**src/lds_pkg.sv**
```systemverilog
// ----------------------------------------------------------------------------
// lds_pkg - shared types for the LOOK elevator disk scheduler
// Sweep direction codes, field width of the transaction payload and the
// control bundle that travels down the chain of slot cells.
// ----------------------------------------------------------------------------
`default_nettype none

package lds_pkg;

  // Width of the track and id fields on the ports
  localparam int FIELD_BITS = 16;

  typedef enum logic [1:0] {
    DIR_NONE = 2'd0,
    DIR_DOWN = 2'd1,
    DIR_UP   = 2'd2
  } dir_t;

  // Control bundle handed from cell to cell during a pass
  typedef struct packed {
    logic live;       // a pass is at this point of the chain
    logic pick;       // transaction asks for a grant
    logic add_req;    // add still looking for a free slot
    logic placed;     // add has been stored by an earlier cell
    logic any_above;  // some pending track lies strictly above the head
    logic up_found;   // up candidate carried
    logic dn_found;   // down candidate carried
    logic lo_found;   // lowest-id candidate carried
  } ctl_t;

endpackage

`default_nettype wire

```
**src/lds_cell.sv**
```systemverilog
// ----------------------------------------------------------------------------
// lds_cell - one pending-request slot of the scheduler chain
// Holds one request, takes an add if free, and folds its entry into the
// nearest-up, nearest-down and lowest-id candidates passing through.
// ----------------------------------------------------------------------------
`default_nettype none

module lds_cell #(
  parameter int TRACK_BITS = 16,
  parameter int IDX_BITS   = 4,
  parameter int CELL_IDX   = 0
) (
  input  logic                          clk,
  input  logic                          rst_n,
  input  lds_pkg::ctl_t                 ctl_i,
  input  logic [TRACK_BITS-1:0]         head_trk_i,
  input  logic [TRACK_BITS-1:0]         add_trk_i,
  input  logic [lds_pkg::FIELD_BITS-1:0] add_id_i,
  input  logic                          clr_en_i,
  input  logic [IDX_BITS-1:0]           clr_idx_i,
  input  logic [TRACK_BITS-1:0]         up_trk_i,
  input  logic [lds_pkg::FIELD_BITS-1:0] up_id_i,
  input  logic [IDX_BITS-1:0]           up_idx_i,
  input  logic [TRACK_BITS-1:0]         dn_trk_i,
  input  logic [lds_pkg::FIELD_BITS-1:0] dn_id_i,
  input  logic [IDX_BITS-1:0]           dn_idx_i,
  input  logic [TRACK_BITS-1:0]         lo_trk_i,
  input  logic [lds_pkg::FIELD_BITS-1:0] lo_id_i,
  input  logic [IDX_BITS-1:0]           lo_idx_i,
  output lds_pkg::ctl_t                 ctl_o,
  output logic [TRACK_BITS-1:0]         up_trk_o,
  output logic [lds_pkg::FIELD_BITS-1:0] up_id_o,
  output logic [IDX_BITS-1:0]           up_idx_o,
  output logic [TRACK_BITS-1:0]         dn_trk_o,
  output logic [lds_pkg::FIELD_BITS-1:0] dn_id_o,
  output logic [IDX_BITS-1:0]           dn_idx_o,
  output logic [TRACK_BITS-1:0]         lo_trk_o,
  output logic [lds_pkg::FIELD_BITS-1:0] lo_id_o,
  output logic [IDX_BITS-1:0]           lo_idx_o
);
  import lds_pkg::*;

  localparam logic [IDX_BITS-1:0] MY_IDX = IDX_BITS'(CELL_IDX);

  logic                  valid_r;
  logic [TRACK_BITS-1:0] trk_r;
  logic [FIELD_BITS-1:0] id_r;

  ctl_t                  ctl_nxt, ctl_r;
  logic [TRACK_BITS-1:0] up_trk_nxt, dn_trk_nxt, lo_trk_nxt;
  logic [FIELD_BITS-1:0] up_id_nxt, dn_id_nxt, lo_id_nxt;
  logic [IDX_BITS-1:0]   up_idx_nxt, dn_idx_nxt, lo_idx_nxt;
  logic [TRACK_BITS-1:0] up_trk_r, dn_trk_r, lo_trk_r;
  logic [FIELD_BITS-1:0] up_id_r, dn_id_r, lo_id_r;
  logic [IDX_BITS-1:0]   up_idx_r, dn_idx_r, lo_idx_r;
  logic                  take_add;

  assign take_add = ctl_i.live && ctl_i.add_req && !valid_r;

  always_comb begin
    ctl_nxt    = ctl_i;
    up_trk_nxt = up_trk_i;
    up_id_nxt  = up_id_i;
    up_idx_nxt = up_idx_i;
    dn_trk_nxt = dn_trk_i;
    dn_id_nxt  = dn_id_i;
    dn_idx_nxt = dn_idx_i;
    lo_trk_nxt = lo_trk_i;
    lo_id_nxt  = lo_id_i;
    lo_idx_nxt = lo_idx_i;
    if (ctl_i.add_req && !valid_r) begin
      ctl_nxt.add_req = 1'b0;
      ctl_nxt.placed  = 1'b1;
    end
    if (valid_r && trk_r > head_trk_i) begin
      ctl_nxt.any_above = 1'b1;
    end
    // Strictly better only: an earlier slot keeps a full tie
    if (valid_r && trk_r >= head_trk_i &&
        (!ctl_i.up_found || trk_r < up_trk_i ||
         (trk_r == up_trk_i && id_r < up_id_i))) begin
      ctl_nxt.up_found = 1'b1;
      up_trk_nxt = trk_r;
      up_id_nxt  = id_r;
      up_idx_nxt = MY_IDX;
    end
    if (valid_r && trk_r <= head_trk_i &&
        (!ctl_i.dn_found || trk_r > dn_trk_i ||
         (trk_r == dn_trk_i && id_r < dn_id_i))) begin
      ctl_nxt.dn_found = 1'b1;
      dn_trk_nxt = trk_r;
      dn_id_nxt  = id_r;
      dn_idx_nxt = MY_IDX;
    end
    if (valid_r && (!ctl_i.lo_found || id_r < lo_id_i)) begin
      ctl_nxt.lo_found = 1'b1;
      lo_trk_nxt = trk_r;
      lo_id_nxt  = id_r;
      lo_idx_nxt = MY_IDX;
    end
  end

  always_ff @(posedge clk) begin
    if (!rst_n) begin
      valid_r <= 1'b0;
      ctl_r   <= '0;
    end else begin
      if (take_add) begin
        valid_r <= 1'b1;
      end else if (clr_en_i && clr_idx_i == MY_IDX) begin
        valid_r <= 1'b0;
      end
      ctl_r <= ctl_i.live ? ctl_nxt : '0;
    end
  end

  always_ff @(posedge clk) begin
    if (take_add) begin
      trk_r <= add_trk_i;
      id_r  <= add_id_i;
    end
    up_trk_r <= up_trk_nxt;
    up_id_r  <= up_id_nxt;
    up_idx_r <= up_idx_nxt;
    dn_trk_r <= dn_trk_nxt;
    dn_id_r  <= dn_id_nxt;
    dn_idx_r <= dn_idx_nxt;
    lo_trk_r <= lo_trk_nxt;
    lo_id_r  <= lo_id_nxt;
    lo_idx_r <= lo_idx_nxt;
  end

  assign ctl_o    = ctl_r;
  assign up_trk_o = up_trk_r;
  assign up_id_o  = up_id_r;
  assign up_idx_o = up_idx_r;
  assign dn_trk_o = dn_trk_r;
  assign dn_id_o  = dn_id_r;
  assign dn_idx_o = dn_idx_r;
  assign lo_trk_o = lo_trk_r;
  assign lo_id_o  = lo_id_r;
  assign lo_idx_o = lo_idx_r;

endmodule

`default_nettype wire

```
**src/look_elevator_disk_scheduler.sv**
```systemverilog
// ----------------------------------------------------------------------------
// look_elevator_disk_scheduler - LOOK (elevator) disk request scheduler
// Stores pending requests in a chain of slot cells and grants them one at a
// time, sweeping the head up and down across the pending tracks.
// ----------------------------------------------------------------------------
//
//   channel   handshake                  payload
//   --------  -------------------------  -------------------------------------
//   input     start & !busy              in_action, in_request_track, in_request_id
//   result    out_strobe (one cycle)     out_grant_valid, out_grant_track,
//                                        out_grant_id, out_add_accepted,
//                                        out_store_empty
//
// Every transaction runs one pass down the chain of PENDING_DEPTH cells, one
// cell per cycle. Its result strobe is registered from the far end of the
// chain and the result is accepted at the edge that ends it; busy drops in
// that strobe cycle, so a new transaction can be taken at that same edge.
// No transaction is taken mid-pass; the chain length sets how long a pass lasts.
// Reset (rst_n low, synchronous) empties the store and forgets the head.
// The receiver cannot stall: each result is shown for exactly one cycle.
//
`default_nettype none

module look_elevator_disk_scheduler #(
  parameter int PENDING_DEPTH = 16,
  parameter int TRACK_BITS    = 16
) (
  input  logic                          clk,
  input  logic                          rst_n,
  input  logic                          start,
  output logic                          busy,
  input  logic                          in_action,
  input  logic [lds_pkg::FIELD_BITS-1:0] in_request_track,
  input  logic [lds_pkg::FIELD_BITS-1:0] in_request_id,
  output logic                          out_strobe,
  output logic                          out_grant_valid,
  output logic [lds_pkg::FIELD_BITS-1:0] out_grant_track,
  output logic [lds_pkg::FIELD_BITS-1:0] out_grant_id,
  output logic                          out_add_accepted,
  output logic                          out_store_empty
);
  import lds_pkg::*;

  localparam int IDX_BITS = (PENDING_DEPTH > 1) ? $clog2(PENDING_DEPTH) : 1;
  localparam int CNT_BITS = $clog2(PENDING_DEPTH + 1);
  localparam logic [CNT_BITS-1:0] CNT_FULL = CNT_BITS'(PENDING_DEPTH);

  // Chain wiring: index 0 is the launch point, PENDING_DEPTH the far end
  ctl_t                  ctl_c    [0:PENDING_DEPTH];
  logic [TRACK_BITS-1:0] up_trk_c [0:PENDING_DEPTH];
  logic [FIELD_BITS-1:0] up_id_c  [0:PENDING_DEPTH];
  logic [IDX_BITS-1:0]   up_idx_c [0:PENDING_DEPTH];
  logic [TRACK_BITS-1:0] dn_trk_c [0:PENDING_DEPTH];
  logic [FIELD_BITS-1:0] dn_id_c  [0:PENDING_DEPTH];
  logic [IDX_BITS-1:0]   dn_idx_c [0:PENDING_DEPTH];
  logic [TRACK_BITS-1:0] lo_trk_c [0:PENDING_DEPTH];
  logic [FIELD_BITS-1:0] lo_id_c  [0:PENDING_DEPTH];
  logic [IDX_BITS-1:0]   lo_idx_c [0:PENDING_DEPTH];

  ctl_t                  launch_ctl;
  logic                  busy_r;
  logic                  accept;
  logic [TRACK_BITS+FIELD_BITS-1:0] in_trk_wide;
  logic [TRACK_BITS-1:0] in_trk;
  logic [TRACK_BITS-1:0] add_trk_r, add_trk;
  logic [FIELD_BITS-1:0] add_id_r, add_id;

  logic [TRACK_BITS-1:0] head_r, head_nxt;
  dir_t                  dir_r, dir_nxt;
  logic                  known_r, known_nxt;
  logic [CNT_BITS-1:0]   count_r, count_nxt;

  // Decision at the end of the chain
  ctl_t                  end_ctl;
  logic                  grant;
  dir_t                  dir_eff;
  logic [TRACK_BITS-1:0] sel_trk;
  logic [FIELD_BITS-1:0] sel_id;
  logic [IDX_BITS-1:0]   sel_idx;
  logic [TRACK_BITS+FIELD_BITS-1:0] sel_trk_wide;

  logic                  out_strobe_r;
  logic                  out_grant_valid_r;
  logic [FIELD_BITS-1:0] out_grant_track_r;
  logic [FIELD_BITS-1:0] out_grant_id_r;
  logic                  out_add_accepted_r;
  logic                  out_store_empty_r;

  assign accept = start && !busy_r;
  assign busy   = busy_r;

  // Hold tracks in TRACK_BITS bits: zero-extend or truncate the port field
  assign in_trk_wide = {{TRACK_BITS{1'b0}}, in_request_track};
  assign in_trk      = in_trk_wide[TRACK_BITS-1:0];

  // Cell 0 sees the transaction on its accept edge, later cells see the held copy
  assign add_trk = busy_r ? add_trk_r : in_trk;
  assign add_id  = busy_r ? add_id_r  : in_request_id;

  // Launch bundle: empty candidates, flags from the transaction
  always_comb begin
    launch_ctl         = '0;
    launch_ctl.live    = accept;
    launch_ctl.pick    = in_action;
    launch_ctl.add_req = !in_action;
  end

  assign ctl_c[0]    = launch_ctl;
  assign up_trk_c[0] = '0;
  assign up_id_c[0]  = '0;
  assign up_idx_c[0] = '0;
  assign dn_trk_c[0] = '0;
  assign dn_id_c[0]  = '0;
  assign dn_idx_c[0] = '0;
  assign lo_trk_c[0] = '0;
  assign lo_id_c[0]  = '0;
  assign lo_idx_c[0] = '0;

  for (genvar g = 0; g < PENDING_DEPTH; g++) begin : g_cell
    lds_cell #(
      .TRACK_BITS (TRACK_BITS),
      .IDX_BITS   (IDX_BITS),
      .CELL_IDX   (g)
    ) u_cell (
      .clk        (clk),
      .rst_n      (rst_n),
      .ctl_i      (ctl_c[g]),
      .head_trk_i (head_r),
      .add_trk_i  (add_trk),
      .add_id_i   (add_id),
      .clr_en_i   (grant),
      .clr_idx_i  (sel_idx),
      .up_trk_i   (up_trk_c[g]),
      .up_id_i    (up_id_c[g]),
      .up_idx_i   (up_idx_c[g]),
      .dn_trk_i   (dn_trk_c[g]),
      .dn_id_i    (dn_id_c[g]),
      .dn_idx_i   (dn_idx_c[g]),
      .lo_trk_i   (lo_trk_c[g]),
      .lo_id_i    (lo_id_c[g]),
      .lo_idx_i   (lo_idx_c[g]),
      .ctl_o      (ctl_c[g+1]),
      .up_trk_o   (up_trk_c[g+1]),
      .up_id_o    (up_id_c[g+1]),
      .up_idx_o   (up_idx_c[g+1]),
      .dn_trk_o   (dn_trk_c[g+1]),
      .dn_id_o    (dn_id_c[g+1]),
      .dn_idx_o   (dn_idx_c[g+1]),
      .lo_trk_o   (lo_trk_c[g+1]),
      .lo_id_o    (lo_id_c[g+1]),
      .lo_idx_o   (lo_idx_c[g+1])
    );
  end

  assign end_ctl = ctl_c[PENDING_DEPTH];

  // Choose the grant once the pass reaches the far end of the chain.
  // The lowest-id candidate exists exactly when the store is not empty.
  always_comb begin
    grant     = 1'b0;
    dir_eff   = dir_r;
    dir_nxt   = dir_r;
    head_nxt  = head_r;
    known_nxt = known_r;
    count_nxt = count_r;
    sel_trk   = lo_trk_c[PENDING_DEPTH];
    sel_id    = lo_id_c[PENDING_DEPTH];
    sel_idx   = lo_idx_c[PENDING_DEPTH];
    if (end_ctl.live) begin
      if (end_ctl.pick && end_ctl.lo_found) begin
        grant = 1'b1;
        if (known_r) begin
          // Fix the sweep on the first pick after the opening grant
          if (dir_r == DIR_NONE) begin
            dir_eff = end_ctl.any_above ? DIR_UP : DIR_DOWN;
          end
          dir_nxt = dir_eff;
          if (dir_eff == DIR_UP) begin
            if (end_ctl.up_found) begin
              sel_trk = up_trk_c[PENDING_DEPTH];
              sel_id  = up_id_c[PENDING_DEPTH];
              sel_idx = up_idx_c[PENDING_DEPTH];
            end else begin
              // Nothing above: reverse and take from below
              dir_nxt = DIR_DOWN;
              sel_trk = dn_trk_c[PENDING_DEPTH];
              sel_id  = dn_id_c[PENDING_DEPTH];
              sel_idx = dn_idx_c[PENDING_DEPTH];
            end
          end else begin
            if (end_ctl.dn_found) begin
              sel_trk = dn_trk_c[PENDING_DEPTH];
              sel_id  = dn_id_c[PENDING_DEPTH];
              sel_idx = dn_idx_c[PENDING_DEPTH];
            end else begin
              dir_nxt = DIR_UP;
              sel_trk = up_trk_c[PENDING_DEPTH];
              sel_id  = up_id_c[PENDING_DEPTH];
              sel_idx = up_idx_c[PENDING_DEPTH];
            end
          end
        end
        head_nxt  = sel_trk;
        known_nxt = 1'b1;
        count_nxt = count_r - CNT_BITS'(1);
      end else if (end_ctl.placed) begin
        count_nxt = count_r + CNT_BITS'(1);
      end
    end
  end

  assign sel_trk_wide = {{FIELD_BITS{1'b0}}, sel_trk};

  always_ff @(posedge clk) begin
    if (!rst_n) begin
      busy_r       <= 1'b0;
      head_r       <= '0;
      dir_r        <= DIR_NONE;
      known_r      <= 1'b0;
      count_r      <= '0;
      out_strobe_r <= 1'b0;
    end else begin
      if (accept) begin
        busy_r <= 1'b1;
      end else if (end_ctl.live) begin
        busy_r <= 1'b0;
      end
      head_r       <= head_nxt;
      dir_r        <= dir_nxt;
      known_r      <= known_nxt;
      count_r      <= count_nxt;
      out_strobe_r <= end_ctl.live;
    end
  end

  // Hold the add payload for the rest of the pass; load result fields at the end
  always_ff @(posedge clk) begin
    if (accept) begin
      add_trk_r <= in_trk;
      add_id_r  <= in_request_id;
    end
    if (end_ctl.live) begin
      out_grant_valid_r  <= grant;
      out_grant_track_r  <= grant ? sel_trk_wide[FIELD_BITS-1:0] : '0;
      out_grant_id_r     <= grant ? sel_id : '0;
      out_add_accepted_r <= !end_ctl.pick && end_ctl.placed;
      out_store_empty_r  <= (count_nxt == '0);
    end
  end

  assign out_strobe       = out_strobe_r;
  assign out_grant_valid  = out_grant_valid_r;
  assign out_grant_track  = out_grant_track_r;
  assign out_grant_id     = out_grant_id_r;
  assign out_add_accepted = out_add_accepted_r;
  assign out_store_empty  = out_store_empty_r;

  // Occupancy never passes the number of slots
  a_count_bound : assert property (@(posedge clk) disable iff (!rst_n)
    count_r <= CNT_FULL)
    else $error("pending count beyond store depth");

  // A result always follows a finished pass and frees the input side
  a_strobe_after_pass : assert property (@(posedge clk) disable iff (!rst_n)
    out_strobe_r |-> !busy_r && $past(end_ctl.live))
    else $error("result strobe without a finished pass");

  // A transaction is either a grant or an add, never both
  a_grant_xor_add : assert property (@(posedge clk) disable iff (!rst_n)
    out_strobe_r |-> !(out_grant_valid_r && out_add_accepted_r))
    else $error("grant and add reported together");

  // A grant only comes from a store that held something
  a_grant_nonempty : assert property (@(posedge clk) disable iff (!rst_n)
    grant |-> count_r != '0)
    else $error("grant from an empty store");

endmodule

`default_nettype wire

```
**config.mk**
```make
export PLATFORM = sky130hd
export DESIGN_NAME = look_elevator_disk_scheduler
export DESIGN_NICKNAME = d
export VERILOG_FILES = /design/src/lds_pkg.sv /design/src/lds_cell.sv /design/src/look_elevator_disk_scheduler.sv
export SDC_FILE = /design/constraint.sdc
export NUM_CORES = 2
export LEC_CHECK = 0
export BUFFER_PORTS_ARGS = -buffer_cell sky130_fd_sc_hd__buf_2
export CAP_MARGIN = 20
export CORE_MARGIN = 4
export CORE_UTILIZATION = 42
export DETAILED_ROUTE_END_ITERATION = 16
export PLACE_DENSITY = 0.54
export SYNTH_ARGS = -nofsm -noshare
export SYNTH_HDL_FRONTEND = slang
export SYNTH_SLANG_ARGS = --single-unit
```
**constraint.sdc**
```tcl
create_clock -name clk -period 12.1 [get_ports clk]
set_input_delay 0.605 -clock clk [delete_from_list [all_inputs] [get_ports clk]]
set_output_delay 0.605 -clock clk [all_outputs]
set_load 0.01 [all_outputs]
```
; Word-level counts from Yosys, hierarchy flattened
; Cells that the tools add are included.
; Widths: inputs -> output; s select.
[classes]
n_bitwise = 16
order_cmp = 123
addsub = 2
muxes = 254
n_eq_ne = 46
n_reduce_logical = 382
[op_table]
columns = op, n
row1 = $mux 16, 102
row2 = $lt 16x16->1, 60
row3 = $gt 16x16->1, 31
row4 = $eq 16x16->1, 30
row5 = $ge 16x16->1, 16
row6 = $le 16x16->1, 16
row7 = $logic_and 1x1->1, 190
row8 = $mux 8, 16
row9 = $mux 1, 103
row10 = $logic_or 1x1->1, 75
row11 = $logic_not 1->1, 64
row12 = $mux 2, 24
row13 = $reduce_or 3->1, 15
row14 = $reduce_and 2->1, 17
row15 = $reduce_bool 2->1, 17
row16 = $eq 4x4->1 const B, 8
row17 = $mux 4, 6
row18 = $eq 4x3->1 const B, 4
row19 = $not 1->1, 16
row20 = $mux 5, 3
row21 = $eq 4x2->1 const B, 2
row22 = $add 5x1->5 const B, 1
row23 = $logic_not 5->1, 1
row24 = $sub 5x1->5 const B, 1
row25 = other kinds (5), 5
[word_totals]
ff_bits = 2431
input_bits = 36

; Logic depth before layout (Yosys ltp)
[depth]
ltp_word = 14
ltp_mapped = 11
mapped_depth_nobuf = 9

; By module
; Synthesis repeated with hierarchy kept, for this count alone.
[hier_totals]
hier_cells = 10180
hier_area_um2 = 117945.6
[by_module_without_submodules]
columns = module, cells_each, seq_area_each_um2, instances, area_each_um2
row1 = lds_cell (g_cell[10].u_cell ...), 614, 3303.2, 6, 7096.8
row2 = lds_cell (g_cell[13].u_cell ...), 616, 3303.2, 3, 7108.1
row3 = lds_cell (g_cell[0].u_cell ...), 614, 3303.2, 3, 7094.3
row4 = lds_cell (g_cell[11].u_cell ...), 615, 3303.2, 2, 7109.3
row5 = lds_cell (g_cell[12].u_cell ...), 615, 3303.2, 2, 7096.8
row6 = look_elevator_disk_scheduler, 346, 2532.4, 1, 4345.4

; Worst setup path after synthesis
; No wires, ideal clock.
[synth_path]
path_type = input port to flip-flop
from = in start
to = reg g_cell[0].u_cell.valid_r
setup_ns = 0.082
required_time_ns = 12.018
arrival_ns = 5.189
stages = 4
slack_ns = 6.829
n_path_buf = 0
cell_sequence = nor2b_1 -> nor3b_1 -> o21ai_0 -> a31oi_1
[synth_via]
elab_chain_cells = 4
elab_cells_between_ends = 5
[synth_lines]
columns = item, line_no
row1 = from (decl), look_elevator_disk_scheduler.sv:30  ; input logic start,
row2 = $logic_and 1x1->1 (*), look_elevator_disk_scheduler.sv:89  ; assign accept = start && !busy_r;
row3 = $logic_and 1x1->1 (*) (2 in a row), lds_cell.sv:58  ; assign take_add = ctl_i.live && ctl_i.add_req && !valid_r;
row4 = named net g_cell[0].u_cell.take_add, lds_cell.sv:56  ; logic take_add;
row5 = $mux 1 / $reduce_bool 2->1 (equally long branches), --
row6 = to (signal assigned), lds_cell.sv:105  ; valid_r <= 1'b0;
row7 = to (signal assigned), lds_cell.sv:109  ; valid_r <= 1'b1;
row8 = to (signal assigned), lds_cell.sv:111  ; valid_r <= 1'b0;
row9 = to (decl), lds_cell.sv:45  ; logic valid_r;
; Mark *: on every way through the listed nets, which the timed path passes. The rest lies on a longest branch.
; A chain may end at the register's enable or synchronous reset.

; Worst setup path after layout
[layout_path]
from = reg head_r[10]
to = reg g_cell[12].u_cell.dn_id_r[3]
[layout_via]
elab_chain_cells = 4
[layout_lines]
columns = item, line_no
row1 = from (decl), look_elevator_disk_scheduler.sv:68  ; logic [TRACK_BITS-1:0] head_r, head_nxt;
row2 = from (signal assigned), look_elevator_disk_scheduler.sv:228  ; head_r <= head_nxt;
row3 = $le 16x16->1, lds_cell.sv:87  ; if (valid_r && trk_r <= head_trk_i &&
row4 = $logic_and 1x1->1 (2 in a row), lds_cell.sv:87
row5 = $mux 16, lds_cell.sv:87
row6 = named net g_cell[12].u_cell.dn_id_nxt[3], lds_cell.sv:51  ; logic [FIELD_BITS-1:0] up_id_nxt, dn_id_nxt, lo_id_nxt;
row7 = to (signal assigned), lds_cell.sv:126  ; dn_id_r <= dn_id_nxt;
row8 = to (decl), lds_cell.sv:54  ; logic [FIELD_BITS-1:0] up_id_r, dn_id_r, lo_id_r;
; The timed path passes the listed nets, and every way through them passes these cells.

==> impl_results.md <==
* Maximum clock insertion buffer count at 4
* Warnings from Yosys at 0
* Status: finished, final reports clean
* Synth Instances at ~9700
* Core ar. at about 0.26 sq mm
* Gr busiest metal: met2
* Clk pin slew, worst setup/hold paths at roughly 0.06 ns
* Area grow syn2layout at 13.3%
* Setup crit end kind: flop
* Post-route DRC at 0
* Simple-gate share of the synthesized area at 7.12%
* Minimum clock period at ~4.4 ns
* Final hold viol count at 0
* Critical path class: reg -> reg
* Initial antenna violation count at 31
* Placer Congestion at around 0.9
* Cts bufs inserted at about 270
* Largest family of logic cells by synthesized area: adder cells
* Peak VDD IR at 175 uV
* Slew Limit Headroom at between 20% and 30%
* Final worst path period share at about 36%
* Vias per cell at between 5 and 6
* Clock latency at the later pin of the worst-skew pair at around 0.85 ns
* Routed Antenna Nets at 0
* Nets at about 11000
* Largest net degree at the start of global routing at 47
* Pwr dens at 141 mW/mm^2
* Crit path DAT at approximately 5.1 ns
* Die X at roughly 520 um
* DR vias at about 74000
* Count of cell types in the netlist at 70
* Detailed placement HPWL at roughly 270000 um
* Starting Density at approximately 42%
* Syn_nets at 11122
* Seq/Total Area, Yosys at around 49%
* Global Route met2 Usage at a little under half
* Endpoints failing setup at 0
* CP max FO at 20
* CP Launch Type: flop
* DR WL/cell at 26.9 um
* Initial DRC Count at just over 5000
* Synthesized area per cell at about 11 sq um
* RSZ-0062 raised after global routing: false
* Pleak at between 0.05 and 0.06 uW
* Compound-Gate Fraction of Synth Area at under 10%
* Post-synthesis mux area share at 15.1%
* Maxcap violations at 0
* IO Count at 73
* Vias in the first global route at 75968
* Max Fclk at about 0.23 GHz
* Reg-to-reg slack, setup at approximately 7.7 ns
* Main flop type after synthesis: dfxtp_1
* TritonCTS clock tree: done
* WL final at ~370000 um
* Setup TNS at 0 ns
* Slew @ Worst Pin at approximately 1.2 ns
* Worst Skew at about 0.043 ns
* Post-Syn Area at between 0.1 and 0.15 sq mm
* Synth Area in Adders at 15.9%
* Synth async-reset ratio at 0%
* Hold crit path type: in -> reg
* Tot Pwr at between 15000 and 20000 uW
* Share of cells above drive strength 1 at approximately 22%
* Detailed Routing Iterations Pass 1 at 5
* Met3 usage at under 10%
* Port buffer count at 72
* Post-synth EDFFs at ~580
* Die Span Y at 522 um
* Root Buffer: clkbuf_16
* Xor/xnor share of the synthesized area at 0.0316%
* Total GRT Usage at approximately a quarter
* Sink Count at 2431
* First-pass GRT wire length at approximately 530000 um
* Max Transition Viols Final at 0
* Total gr overflow at 0
* H-tree depth at 5
* Yosys reg bits at roughly 2400
* # rows at ~190
* Die Area at around 0.27 sq mm
* Data required, critical path at around 13 ns
* M1 GR Usage at about a third
-- report_power, final --
group | internal [uW] | total, uW | switching [uW]
Combinational | 259 | 707 | 448
Sequential | 8510 | 8650 | 138
Clock | 4990 | 8380 | 3400
-- state kept, by name, summed over array words and instances (netlist names), 16 cells and up --
signal,flops
add_id_r,16
add_trk_r,16
g_cell.u_cell.ctl_o,127
g_cell.u_cell.dn_id_o,256
g_cell.u_cell.dn_idx_o,49
g_cell.u_cell.dn_trk_o,256
g_cell.u_cell.id_r,256
g_cell.u_cell.lo_id_o,256
g_cell.u_cell.lo_idx_o,49
g_cell.u_cell.lo_trk_o,256
g_cell.u_cell.trk_r,256
g_cell.u_cell.up_id_o,256
g_cell.u_cell.up_idx_o,49
g_cell.u_cell.up_trk_o,256
g_cell.u_cell.valid_r,16
head_r,16
out_grant_id,16
out_grant_track,16
-- kinds of logic after synthesis --
| kind of cell | count (synthesis) |
|---|---|
| DFF | 2431 |
| and+or+nand+nor | 1538 |
| muxes | 1475 |
| buffers and inverters | 1471 |
| adders and majority gates | 1413 |
| AOI/OAI and AO/OA | 1341 |
| xor gates and xnor gates | 4 |
-- worst max-delay path: stages, from the launching register on --
cell and delay (ns):
dfxtp_1 0.30, inv_1 0.79, ha_1 0.31, nand4_1 0.28, nor4_1 0.65, o21ai_0 0.40
a21oi_4 0.67, buf_4 0.41, mux2_2 0.38
-- cell usage after synthesis (7+ instances only) --
library cell  number  area [sq um]
a2111oi_0         48           420
a21oi_1          499          2500
o21bai_1           7          52.6
o31a_1             7          61.3
nor2_1           314          1180
o21a_1            43           323
or4_1             10          75.1
a21boi_0          19           143
nand4_1          218          1360
nand2b_1          98           613
o211ai_1          48           360
or2_2             71           444
mux2_2          1446         16300
mux2_4            26           390
and3_1            57           357
nand2_1          361          1360
a2111o_1          10           113
a221o_1           11           110
a31oi_1           64           400
edfxtp_1         579         17400
o21ai_1            7          35.0
o2111ai_1         10          87.6
a211oi_1          54           405
nor3_1            31           155
dfxtp_1         1852         37100
o21ai_0          221          1110
nor3b_1            9          67.6
buf_2             57           285
nor4_1            55           344
and2_1            27           169
o41ai_1           12           105
nand3_1          102           510
a311oi_1          16           140
a221oi_1          17           149
o31ai_1           14           105
clkbuf_1         118           443
o311ai_0          11          96.3
nor2b_1          128           801
a21o_1           185          1390
a41oi_1            9          78.8
buf_1             10          37.5
inv_1           1281          4810
ha_1            1413         17700
or3_1             13          81.3
and4_1            34           298
-- metrics by stage --
step	instances	hold WS (ns)	instance area, sq um	util [%]	setup slack [ns]
6_report	13711	0.190	126000	47.9	7.75
4_1_cts	13686	0.122	125000	47.8	7.64
3_5_place_dp	13170	0.394	116000	44.2	7.70
2_1_floorplan	9673	0.386	111000	-	6.83
5_1_grt	13696	0.143	126000	47.8	7.62
3_3_place_gp	13166	0.391	116000	44.2	7.71
-- what timing repair did --
action,in CTS,in global routing
gates resized for setup,0,0
endpoints found under the hold margin,34,0
hold buffers,33,0
buffers inserted,0,0
-- worst paths after layout --
| kind | from | endpoint | cells after the start |
|---|---|---|---|
| worst max-delay path | head_r[10] | g_cell[12].u_cell.dn_id_o[3] | 8 |
| worst min register to register | g_cell[10].u_cell.dn_idx_o[0] | g_cell[11].u_cell.dn_idx_o[0] | 1 |
| worst min-delay path | start | add_id_r[11] | 2 |
| worst max register to register | head_r[10] | g_cell[12].u_cell.dn_id_o[3] | 8 |
-- routing by layer --
| metal | share of wire (%) | vias to the layer above | routed length, um |
|---|---|---|---|
| met5 | 0.0098 | - | 36 |
| met4 | 4.9 | 6 | 18100 |
| met3 | 4.5 | 739 | 16700 |
| met2 | 49 | 1962 | 182000 |
| met1 | 41 | 36461 | 152000 |
| li1 | - | 34913 | - |
-- placed cells by master, fill, tap and decap left out, drive strengths merged, types with 19 or more instances in the layout --
master,count
a2111oi,48
a211oi,54
a21boi,19
a21o,185
a21oi,503
a31oi,66
and2,27
and3,57
and4,34
buf,177
clkbuf,379
clkinv,64
dfxtp,1852
dlygate4sd3,33
edfxtp,579
ha,1413
inv,1297
mux2,1472
nand2,361
nand2b,98
nand3,102
nand4,218
nor2,314
nor2b,128
nor3,31
nor4,55
o211ai,48
o21a,43
o21ai,228
or2,71
-- area by class of cell --
cell class / instances / area [sq um]
fill: 23688 / 137000
antenna: 17 / 42.5
clock inverter: 104 / 1040
sequential: 2431 / 54500
multi-input combinational: 5771 / 51200
inverter: 1282 / 4810
clock buffer: 379 / 8010
tap: 3515 / 4400
timing repair buffer: 212 / 1620
Power figures use the tool's default switching activity.
